### config.mk
export PLATFORM = sky130hd
export DESIGN_NAME = bounded_set_table_flat
export DESIGN_NICKNAME = d
export VERILOG_FILES = /design/src/rtl/core/bst_pkg.sv /design/src/rtl/core/bst_in_if.sv /design/src/rtl/core/bst_out_if.sv /design/src/rtl/core/bst_ram.sv /design/src/rtl/core/bounded_set_table.sv /design/src/flat_wrapper.sv
export SDC_FILE = /design/constraint.sdc
export NUM_CORES = 1
export LEC_CHECK = 0
export BUFFER_PORTS_ARGS = -buffer_cell sky130_fd_sc_hd__buf_4
export CAP_MARGIN = 20
export CORE_MARGIN = 2
export CORE_UTILIZATION = 39
export DETAILED_ROUTE_END_ITERATION = 8
export GPL_ROUTABILITY_DRIVEN = 0
export PLACE_DENSITY = 0.64
export SKIP_LAST_GASP = 1
export SLEW_MARGIN = 20
export SYNTH_ARGS = -nofsm -noshare
export SYNTH_HDL_FRONTEND = slang
export SYNTH_SLANG_ARGS = --single-unit
export TNS_END_PERCENT = 50
### constraint.sdc
create_clock -name clk -period 3.6 [get_ports clk]
set_input_delay 0.36 -clock clk [delete_from_list [all_inputs] [get_ports clk]]
set_output_delay 0.36 -clock clk [all_outputs]
set_load 0.02 [all_outputs]
### src/rtl/core/bst_pkg.sv
`default_nettype none

package bst_pkg;

  localparam int OP_W     = 2;
  localparam int DATA_W   = 32;
  localparam int POS_W    = 4;
  localparam int STATUS_W = 3;
  localparam int COUNT_W  = 5;
  localparam int LIMIT_W  = 5;

  localparam logic [LIMIT_W-1:0] LIMIT_RESET = 5'd10;

  typedef enum logic [OP_W-1:0] {
    OP_ADD    = 2'd0,
    OP_REMOVE = 2'd1,
    OP_QUERY  = 2'd2,
    OP_READ   = 2'd3
  } op_t;

  typedef enum logic [STATUS_W-1:0] {
    ST_OK      = 3'd0,
    ST_DUP     = 3'd1,
    ST_FULL    = 3'd2,
    ST_MISSING = 3'd3,
    ST_RANGE   = 3'd4
  } status_t;

endpackage

`default_nettype wire

### src/rtl/core/bst_in_if.sv
`default_nettype none

interface bst_in_if;
  import bst_pkg::*;

  logic                valid;
  logic                ready;
  logic [OP_W-1:0]     op;
  logic [DATA_W-1:0]   item_value;
  logic [POS_W-1:0]    position;

  modport source (output valid, op, item_value, position, input ready);
  modport sink   (input valid, op, item_value, position, output ready);
endinterface

`default_nettype wire

### src/rtl/core/bst_out_if.sv
`default_nettype none

interface bst_out_if;
  import bst_pkg::*;

  logic                  valid;
  logic                  ready;
  logic [STATUS_W-1:0]   status;
  logic                  found;
  logic [POS_W-1:0]      found_index;
  logic [DATA_W-1:0]     read_value;
  logic [COUNT_W-1:0]    entry_count;

  modport source (output valid, status, found, found_index, read_value, entry_count,
                  input ready);
  modport sink   (input valid, status, found, found_index, read_value, entry_count,
                  output ready);
endinterface

`default_nettype wire

### src/rtl/core/bst_ram.sv
`default_nettype none

module bst_ram #(
  parameter int WIDTH = 32,
  parameter int DEPTH = 16,
  parameter int AW    = $clog2(DEPTH)
) (
  input  wire logic             clk,
  input  wire logic             we,
  input  wire logic [AW-1:0]    waddr,
  input  wire logic [WIDTH-1:0] wdata,
  input  wire logic             re,
  input  wire logic [AW-1:0]    raddr,
  output logic      [WIDTH-1:0] rdata
);

  logic [WIDTH-1:0] mem [DEPTH];

  always_ff @(posedge clk) begin
    if (we) begin
      mem[waddr] <= wdata;
    end
    if (re) begin
      rdata <= mem[raddr];
    end
  end

endmodule

`default_nettype wire

### src/rtl/core/bounded_set_table.sv
// An in-range read goes from idle through a RAM read wait to done; an add or
// query scans the entries up to the first match, then decides and finishes, and
// a remove that hits also shifts the later entries down. Throughput: one item at
// a time; the next input beat is taken once the result is registered and the
// block is idle again, so the entry count and any output stall set the item time.
// Reset clears count and output valid and loads the limit with 10, not the entries.
`default_nettype none

module bounded_set_table #(
  parameter int MAX_ENTRIES = 16,
  parameter int VALUE_WIDTH = 32
) (
  input  wire logic                   clk,
  input  wire logic                   rst_n,
  bst_in_if.sink                      in_if,
  bst_out_if.source                   out_if,
  input  wire logic                   cfg_valid,
  output logic                        cfg_ready,
  input  wire logic [bst_pkg::LIMIT_W-1:0] cfg_entry_limit
);
  import bst_pkg::*;

  localparam int EW = (VALUE_WIDTH < DATA_W) ? VALUE_WIDTH : DATA_W;
  localparam int IW = $clog2(MAX_ENTRIES);
  localparam int CW = $clog2(MAX_ENTRIES + 1);

  typedef enum logic [2:0] {
    S_IDLE,
    S_SCAN,
    S_DECIDE,
    S_SHIFT,
    S_RDWAIT,
    S_DONE
  } state_t;

  state_t              state_r, state_nxt;
  op_t                 op_r, op_nxt;
  logic [EW-1:0]       val_r, val_nxt;
  logic [CW-1:0]       count_r, count_nxt;
  logic [LIMIT_W-1:0]  limit_r;
  logic [CW-1:0]       idx_r, idx_nxt;
  logic [CW-1:0]       hidx_r, hidx_nxt;
  logic                pend_r, pend_nxt;
  logic                hit_r, hit_nxt;
  status_t             status_r, status_nxt;
  logic [DATA_W-1:0]   rdv_r, rdv_nxt;

  logic                out_valid_r, out_valid_nxt;
  logic [STATUS_W-1:0] out_status_r, out_status_nxt;
  logic                out_found_r, out_found_nxt;
  logic [POS_W-1:0]    out_index_r, out_index_nxt;
  logic [DATA_W-1:0]   out_rdv_r, out_rdv_nxt;
  logic [COUNT_W-1:0]  out_count_r, out_count_nxt;

  logic                ram_we;
  logic [IW-1:0]       ram_waddr;
  logic [EW-1:0]       ram_wdata;
  logic                ram_re;
  logic [IW-1:0]       ram_raddr;
  logic [EW-1:0]       ram_rdata;
  logic                is_full;

  bst_ram #(
    .WIDTH (EW),
    .DEPTH (MAX_ENTRIES)
  ) u_ram (
    .clk   (clk),
    .we    (ram_we),
    .waddr (ram_waddr),
    .wdata (ram_wdata),
    .re    (ram_re),
    .raddr (ram_raddr),
    .rdata (ram_rdata)
  );

  assign is_full = (32'(count_r) >= 32'(limit_r)) || (32'(count_r) >= MAX_ENTRIES);

  assign in_if.ready = (state_r == S_IDLE);
  assign cfg_ready   = 1'b1;

  assign out_if.valid       = out_valid_r;
  assign out_if.status      = out_status_r;
  assign out_if.found       = out_found_r;
  assign out_if.found_index = out_index_r;
  assign out_if.read_value  = out_rdv_r;
  assign out_if.entry_count = out_count_r;

  always_comb begin
    state_nxt      = state_r;
    op_nxt         = op_r;
    val_nxt        = val_r;
    count_nxt      = count_r;
    idx_nxt        = idx_r;
    hidx_nxt       = hidx_r;
    pend_nxt       = pend_r;
    hit_nxt        = hit_r;
    status_nxt     = status_r;
    rdv_nxt        = rdv_r;
    out_valid_nxt  = out_valid_r && !out_if.ready;
    out_status_nxt = out_status_r;
    out_found_nxt  = out_found_r;
    out_index_nxt  = out_index_r;
    out_rdv_nxt    = out_rdv_r;
    out_count_nxt  = out_count_r;
    ram_we         = 1'b0;
    ram_waddr      = IW'(count_r);
    ram_wdata      = val_r;
    ram_re         = 1'b0;
    ram_raddr      = IW'(idx_r);

    case (state_r)
      S_IDLE: begin
        if (in_if.valid) begin
          op_nxt     = op_t'(in_if.op);
          val_nxt    = in_if.item_value[EW-1:0];
          idx_nxt    = '0;
          hidx_nxt   = '0;
          pend_nxt   = 1'b0;
          hit_nxt    = 1'b0;
          status_nxt = ST_OK;
          rdv_nxt    = '0;
          if (op_t'(in_if.op) == OP_READ) begin
            if (32'(in_if.position) < 32'(count_r)) begin
              ram_re    = 1'b1;
              ram_raddr = IW'(in_if.position);
              state_nxt = S_RDWAIT;
            end else begin
              status_nxt = ST_RANGE;
              state_nxt  = S_DONE;
            end
          end else begin
            state_nxt = S_SCAN;
          end
        end
      end

      S_SCAN: begin
        if (pend_r && (ram_rdata == val_r)) begin
          hit_nxt   = 1'b1;
          hidx_nxt  = idx_r - CW'(1);
          pend_nxt  = 1'b0;
          state_nxt = S_DECIDE;
        end else if (idx_r < count_r) begin
          ram_re   = 1'b1;
          idx_nxt  = idx_r + CW'(1);
          pend_nxt = 1'b1;
        end else begin
          pend_nxt  = 1'b0;
          state_nxt = S_DECIDE;
        end
      end

      S_DECIDE: begin
        state_nxt = S_DONE;
        case (op_r)
          OP_ADD: begin
            if (is_full) begin
              status_nxt = ST_FULL;
            end else if (hit_r) begin
              status_nxt = ST_DUP;
            end else begin
              ram_we    = 1'b1;
              count_nxt = count_r + CW'(1);
            end
          end
          OP_REMOVE: begin
            if (!hit_r) begin
              status_nxt = ST_MISSING;
            end else begin
              idx_nxt   = hidx_r + CW'(1);
              pend_nxt  = 1'b0;
              state_nxt = S_SHIFT;
            end
          end
          default: begin
          end
        endcase
      end

      S_SHIFT: begin
        if (pend_r) begin
          ram_we    = 1'b1;
          ram_waddr = IW'(idx_r - CW'(2));
          ram_wdata = ram_rdata;
        end
        if (idx_r < count_r) begin
          ram_re   = 1'b1;
          idx_nxt  = idx_r + CW'(1);
          pend_nxt = 1'b1;
        end else begin
          pend_nxt  = 1'b0;
          count_nxt = count_r - CW'(1);
          state_nxt = S_DONE;
        end
      end

      S_RDWAIT: begin
        rdv_nxt   = DATA_W'(ram_rdata);
        state_nxt = S_DONE;
      end

      S_DONE: begin
        if (!out_valid_r || out_if.ready) begin
          out_valid_nxt  = 1'b1;
          out_status_nxt = status_r;
          out_found_nxt  = hit_r;
          out_index_nxt  = hit_r ? POS_W'(hidx_r) : '0;
          out_rdv_nxt    = rdv_r;
          out_count_nxt  = COUNT_W'(count_r);
          state_nxt      = S_IDLE;
        end
      end

      default: begin
        state_nxt = S_IDLE;
      end
    endcase
  end

  always_ff @(posedge clk) begin
    if (!rst_n) begin
      state_r     <= S_IDLE;
      count_r     <= '0;
      limit_r     <= LIMIT_RESET;
      pend_r      <= 1'b0;
      out_valid_r <= 1'b0;
    end else begin
      state_r     <= state_nxt;
      count_r     <= count_nxt;
      pend_r      <= pend_nxt;
      out_valid_r <= out_valid_nxt;
      if (cfg_valid) begin
        limit_r <= cfg_entry_limit;
      end
    end
    op_r         <= op_nxt;
    val_r        <= val_nxt;
    idx_r        <= idx_nxt;
    hidx_r       <= hidx_nxt;
    hit_r        <= hit_nxt;
    status_r     <= status_nxt;
    rdv_r        <= rdv_nxt;
    out_status_r <= out_status_nxt;
    out_found_r  <= out_found_nxt;
    out_index_r  <= out_index_nxt;
    out_rdv_r    <= out_rdv_nxt;
    out_count_r  <= out_count_nxt;
  end

endmodule

`default_nettype wire

### src/flat_wrapper.sv
// flat-port wrapper written by rule: the top's interface ports become plain ports
module bounded_set_table_flat import bst_pkg::*;
#(
  parameter int MAX_ENTRIES = 16,
  parameter int VALUE_WIDTH = 32
)
  (clk, rst_n, cfg_valid, cfg_ready, cfg_entry_limit, in_if_valid, in_if_op, in_if_item_value, in_if_position, in_if_ready, out_if_valid, out_if_status, out_if_found, out_if_found_index, out_if_read_value, out_if_entry_count, out_if_ready);
  bst_in_if in_if_i ();
  bst_out_if out_if_i ();
  input  wire logic clk;
  input  wire logic rst_n;
  input  wire logic cfg_valid;
  output logic cfg_ready;
  input  wire logic [bst_pkg::LIMIT_W-1:0] cfg_entry_limit;
  input wire logic [$bits(in_if_i.valid)-1:0] in_if_valid;
  input wire logic [$bits(in_if_i.op)-1:0] in_if_op;
  input wire logic [$bits(in_if_i.item_value)-1:0] in_if_item_value;
  input wire logic [$bits(in_if_i.position)-1:0] in_if_position;
  output wire logic [$bits(in_if_i.ready)-1:0] in_if_ready;
  output wire logic [$bits(out_if_i.valid)-1:0] out_if_valid;
  output wire logic [$bits(out_if_i.status)-1:0] out_if_status;
  output wire logic [$bits(out_if_i.found)-1:0] out_if_found;
  output wire logic [$bits(out_if_i.found_index)-1:0] out_if_found_index;
  output wire logic [$bits(out_if_i.read_value)-1:0] out_if_read_value;
  output wire logic [$bits(out_if_i.entry_count)-1:0] out_if_entry_count;
  input wire logic [$bits(out_if_i.ready)-1:0] out_if_ready;
  assign in_if_i.valid = in_if_valid;
  assign in_if_i.op = in_if_op;
  assign in_if_i.item_value = in_if_item_value;
  assign in_if_i.position = in_if_position;
  assign in_if_ready = in_if_i.ready;
  assign out_if_valid = out_if_i.valid;
  assign out_if_status = out_if_i.status;
  assign out_if_found = out_if_i.found;
  assign out_if_found_index = out_if_i.found_index;
  assign out_if_read_value = out_if_i.read_value;
  assign out_if_entry_count = out_if_i.entry_count;
  assign out_if_i.ready = out_if_ready;
  bounded_set_table #(.MAX_ENTRIES(MAX_ENTRIES), .VALUE_WIDTH(VALUE_WIDTH)) u_core (.clk(clk), .rst_n(rst_n), .in_if(in_if_i), .out_if(out_if_i), .cfg_valid(cfg_valid), .cfg_ready(cfg_ready), .cfg_entry_limit(cfg_entry_limit));
endmodule
==> results.toml <==
[status]
run_status = "completed"

[layout]
num_antenna_cells = 0
final_area_um2 = 32030
drive_gt1_frac = 0.1329
nets = 2184
area_delta_synth_final_pct = 18.04
fin_cells = 3098

[yosys]
syn_nets = 2017
yosys.area.top_type_share = 0.7405
synth_edf_count = 669
yosysSeqAreaShare = 0.7515
async_flop_share = 0
synth_cell_type_count = 57
netlist_area_um2 = 27130
synth_cells = 1949
yosysTopAreaCell = "edfxtp_1"
ys_warn_count = 0
syn_area_per_cell_um2 = 13.92
ys.flop_type = "edfxtp_1"
synth_area_leaders = "edfxtp_1 74%, nand2_1 7.1%, nand3_1 3.0%"
ys_seq_elements = 684

[sta]
max_slew_margin = 0.3222
slew_violations = 0
grt_setup_unrepaired = "no"
tightest_slew_ns = 1.017
hold_slack_ns = 0.04658
hold_viol = 0
finalSetupTns_ns = 0
period_needed_ns = 3.387
postLayoutSetupSlackWorst_ns = 0.2131
fin_skew_ns = 0.02863
period_share = 0.9408
max_freq_ghz = 0.2953
setup_viol = 0

[worst_setup_path]
crit_chain = "xnor2_1 -> nand4_1 -> nor4_1 -> nand4_1 -> or4_1 -> o211ai_1 -> nand2_1 -> buf_12"
critPathKind = "flip-flop to flip-flop"
cp.required_ns = 3.92
critPathCaptureType = "flip-flop"
cp.arrival_ns = 3.71
path_max_fanout = 32
critical-path-slowest-cell = "or4_1"
crit_buf_inv = 1
worst_setup_path_start_kind = "flip-flop"
crit_top_cell = "nand4_1"
slowest_delay_ns = 0.67
cp_top_family = "simple AND/OR/NAND/NOR gates"

[cts]
htree_levels = 3
clk_pin_slew_worst_paths_ns = 0.06
cts.sinks = 684
clockBufferDepth = 3
cts_tree = "yes"
cts_root_buf = "clkbuf_16"
cts_buffers = 69
insertion_delay_ns = 0.62
postCtsSetupRepairBufs = 0
postCtsHoldBufs = 37
cts.repair.resized = 0

[power]
peakVddDrop_v = 0.0004140
p_leak_nw = 10.96
powerDensity_nw_per_um2 = 730.9

[drt]
drt_drc_violations_left = 0
via_count = 16570
avgRoutedWirePerCell_um = 22.21
final_antenna_net_count = 0
dr.pass1.iters = 5
wl_mm = 68.82
vias_per_cell = 5.348
dr.first_iter.drc_count = 1675

[global_routing]
grt-ovfl-total = 0
grt_max_degree = 65
grt_pass1_vias = 16330
antenna_found_initial = 0
grt_first_pass_wirelength_mm = 103.0
gr-usage-all-layers = 0.1924

[placement]
place_inst = 2939
io_buffers = 94
pre_cts_ws_ns = 0.2513
place_hpwl_mm = 42.11
placed_area_um2 = 29460

[die]
dieArea_um2 = 71690
rows = 96
ioPinCount = 96
start_util = 0.3949
design.core.area_um2 = 68710
die_h_um = 267.8
die_x_um = 267.8

[min_path]
hold_class = "primary input to flip-flop"

[flow_run]
cap_violations = 0
worst reg2reg max path: stages (launching register included):
cell	delay, ns
edfxtp_1	0.53
xnor2_1	0.38
nand4_1	0.13
nor4_1	0.30
nand4_1	0.16
or4_1	0.67
o211ai_1	0.49
nand2_1	0.18
buf_12	0.22
final cells by class:
cell class | instances | area, um2
tap | 931 | 1165
clock inverter | 29 | 284.0
multi-input combinational | 1145 | 6357
fill | 5972 | 36680
inverter | 19 | 71.32
clock buffer | 93 | 1912
timing repair buffer | 197 | 1847
sequential | 684 | 20390
final timing paths:
| path | from | end | slack [ns] | cells past startpoint |
|---|---|---|---|---|
| setup reg to reg | u_core.u_ram.rdata[25] | u_core.u_ram.rdata[4] | 0.21 | 8 |
| hold / removal | cfg_entry_limit[0] | u_core.limit_r[0] | 0.05 | 3 |
| hold reg to reg | u_core.rdv_r[26] | u_core.out_if.read_value[26] | 0.41 | 0 |
| setup / recovery | u_core.u_ram.rdata[25] | u_core.u_ram.rdata[4] | 0.21 | 8 |
flip-flops by register name, indices dropped and copies added, names as in the netlist, 5 cells and up:
register                   count
u_core.u_ram.rdata            32
u_core.u_ram.mem             512
u_core.rdv_r                  32
u_core.out_if.read_value      32
u_core.val_r                  32
u_core.hidx_r                  5
u_core.out_if.entry_count      5
u_core.limit_r                 5
u_core.count_r                 5
u_core.idx_r                   5
cells by family (layout without fill, tap and decap cells):
group	Yosys count	after routing	synth area share
AO/OA/AOI/OAI	228	228	0.05862
other	1	1	0.0001382
flip-flops	684	684	0.7515
AND/OR/NAND/NOR	808	808	0.1281
multiplexers	44	44	0.01697
buffers and inverters	120	338	0.02094
adder cells (fa/ha/maj)	20	20	0.009500
XOR/XNOR	44	44	0.01420
layout by cell type (no fill, tap or decap), types with 9 or more instances in the layout:
master | netlist | routed
and3_1 | 34 | 34
a21oi_1 | 18 | 18
nor3_1 | 9 | 9
ha_1 | 19 | 19
clkbuf_16 | 0 | 73
o21ai_0 | 19 | 19
nor2_1 | 40 | 19
nand3_1 | 165 | 165
xnor2_1 | 36 | 36
mux2i_1 | 39 | 37
a32oi_1 | 33 | 33
buf_4 | 9 | 138
nor2_4 | 0 | 17
inv_1 | 18 | 18
buf_12 | 0 | 22
dlygate4sd3_1 | 0 | 37
clkinv_1 | 1 | 16
dfxtp_1 | 15 | 15
o21ai_1 | 27 | 27
edfxtp_1 | 669 | 669
nand2_1 | 512 | 512
a31oi_1 | 37 | 37
clkbuf_1 | 46 | 19
o211ai_1 | 65 | 65
nand2b_1 | 9 | 9
synthesized netlist by cell type, drive strengths merged, types with 10 or more instances:
cell and n:
edfxtp 669, nand2 515, nand3 165, o211ai 65, buf 55, o21ai 47, clkbuf 46, mux2i 41
nor2 41, a31oi 37, xnor2 36, and3 34, a32oi 33, ha 19, a21oi 18, inv 18
dfxtp 15, nand2b 10, nor3 10
power by group:
| part | internal [mW] | switching (mW) |
|---|---|---|
| combinational | 1.96 | 4.13 |
| clock | 4.09 | 2.93 |
| sequential | 9.81 | 0.487 |
| total | 15.9 | 7.55 |
layer usage:
layer | routed length (um) | GRT usage | vias up | part of all wire
met5 | 0 | 0 | - | 0
met4 | 2111 | 0.07353 | 0 | 0.031
met3 | 5226 | 0.03271 | 119 | 0.076
met2 | 32810 | 0.3146 | 689 | 0.48
met1 | 28670 | 0.2582 | 8217 | 0.42
li1 | - | - | 7544 | -
metrics by stage:
step	util	power, mW
6_report	0.4661	23.41
5_1_grt	0.4661	24.42
4_1_cts	0.4661	23.51
3_5_place_dp	0.4288	16.46
3_3_place_gp	0.4288	16.33
2_1_floorplan	-	14.13
(Power assumes the default switching activity.)
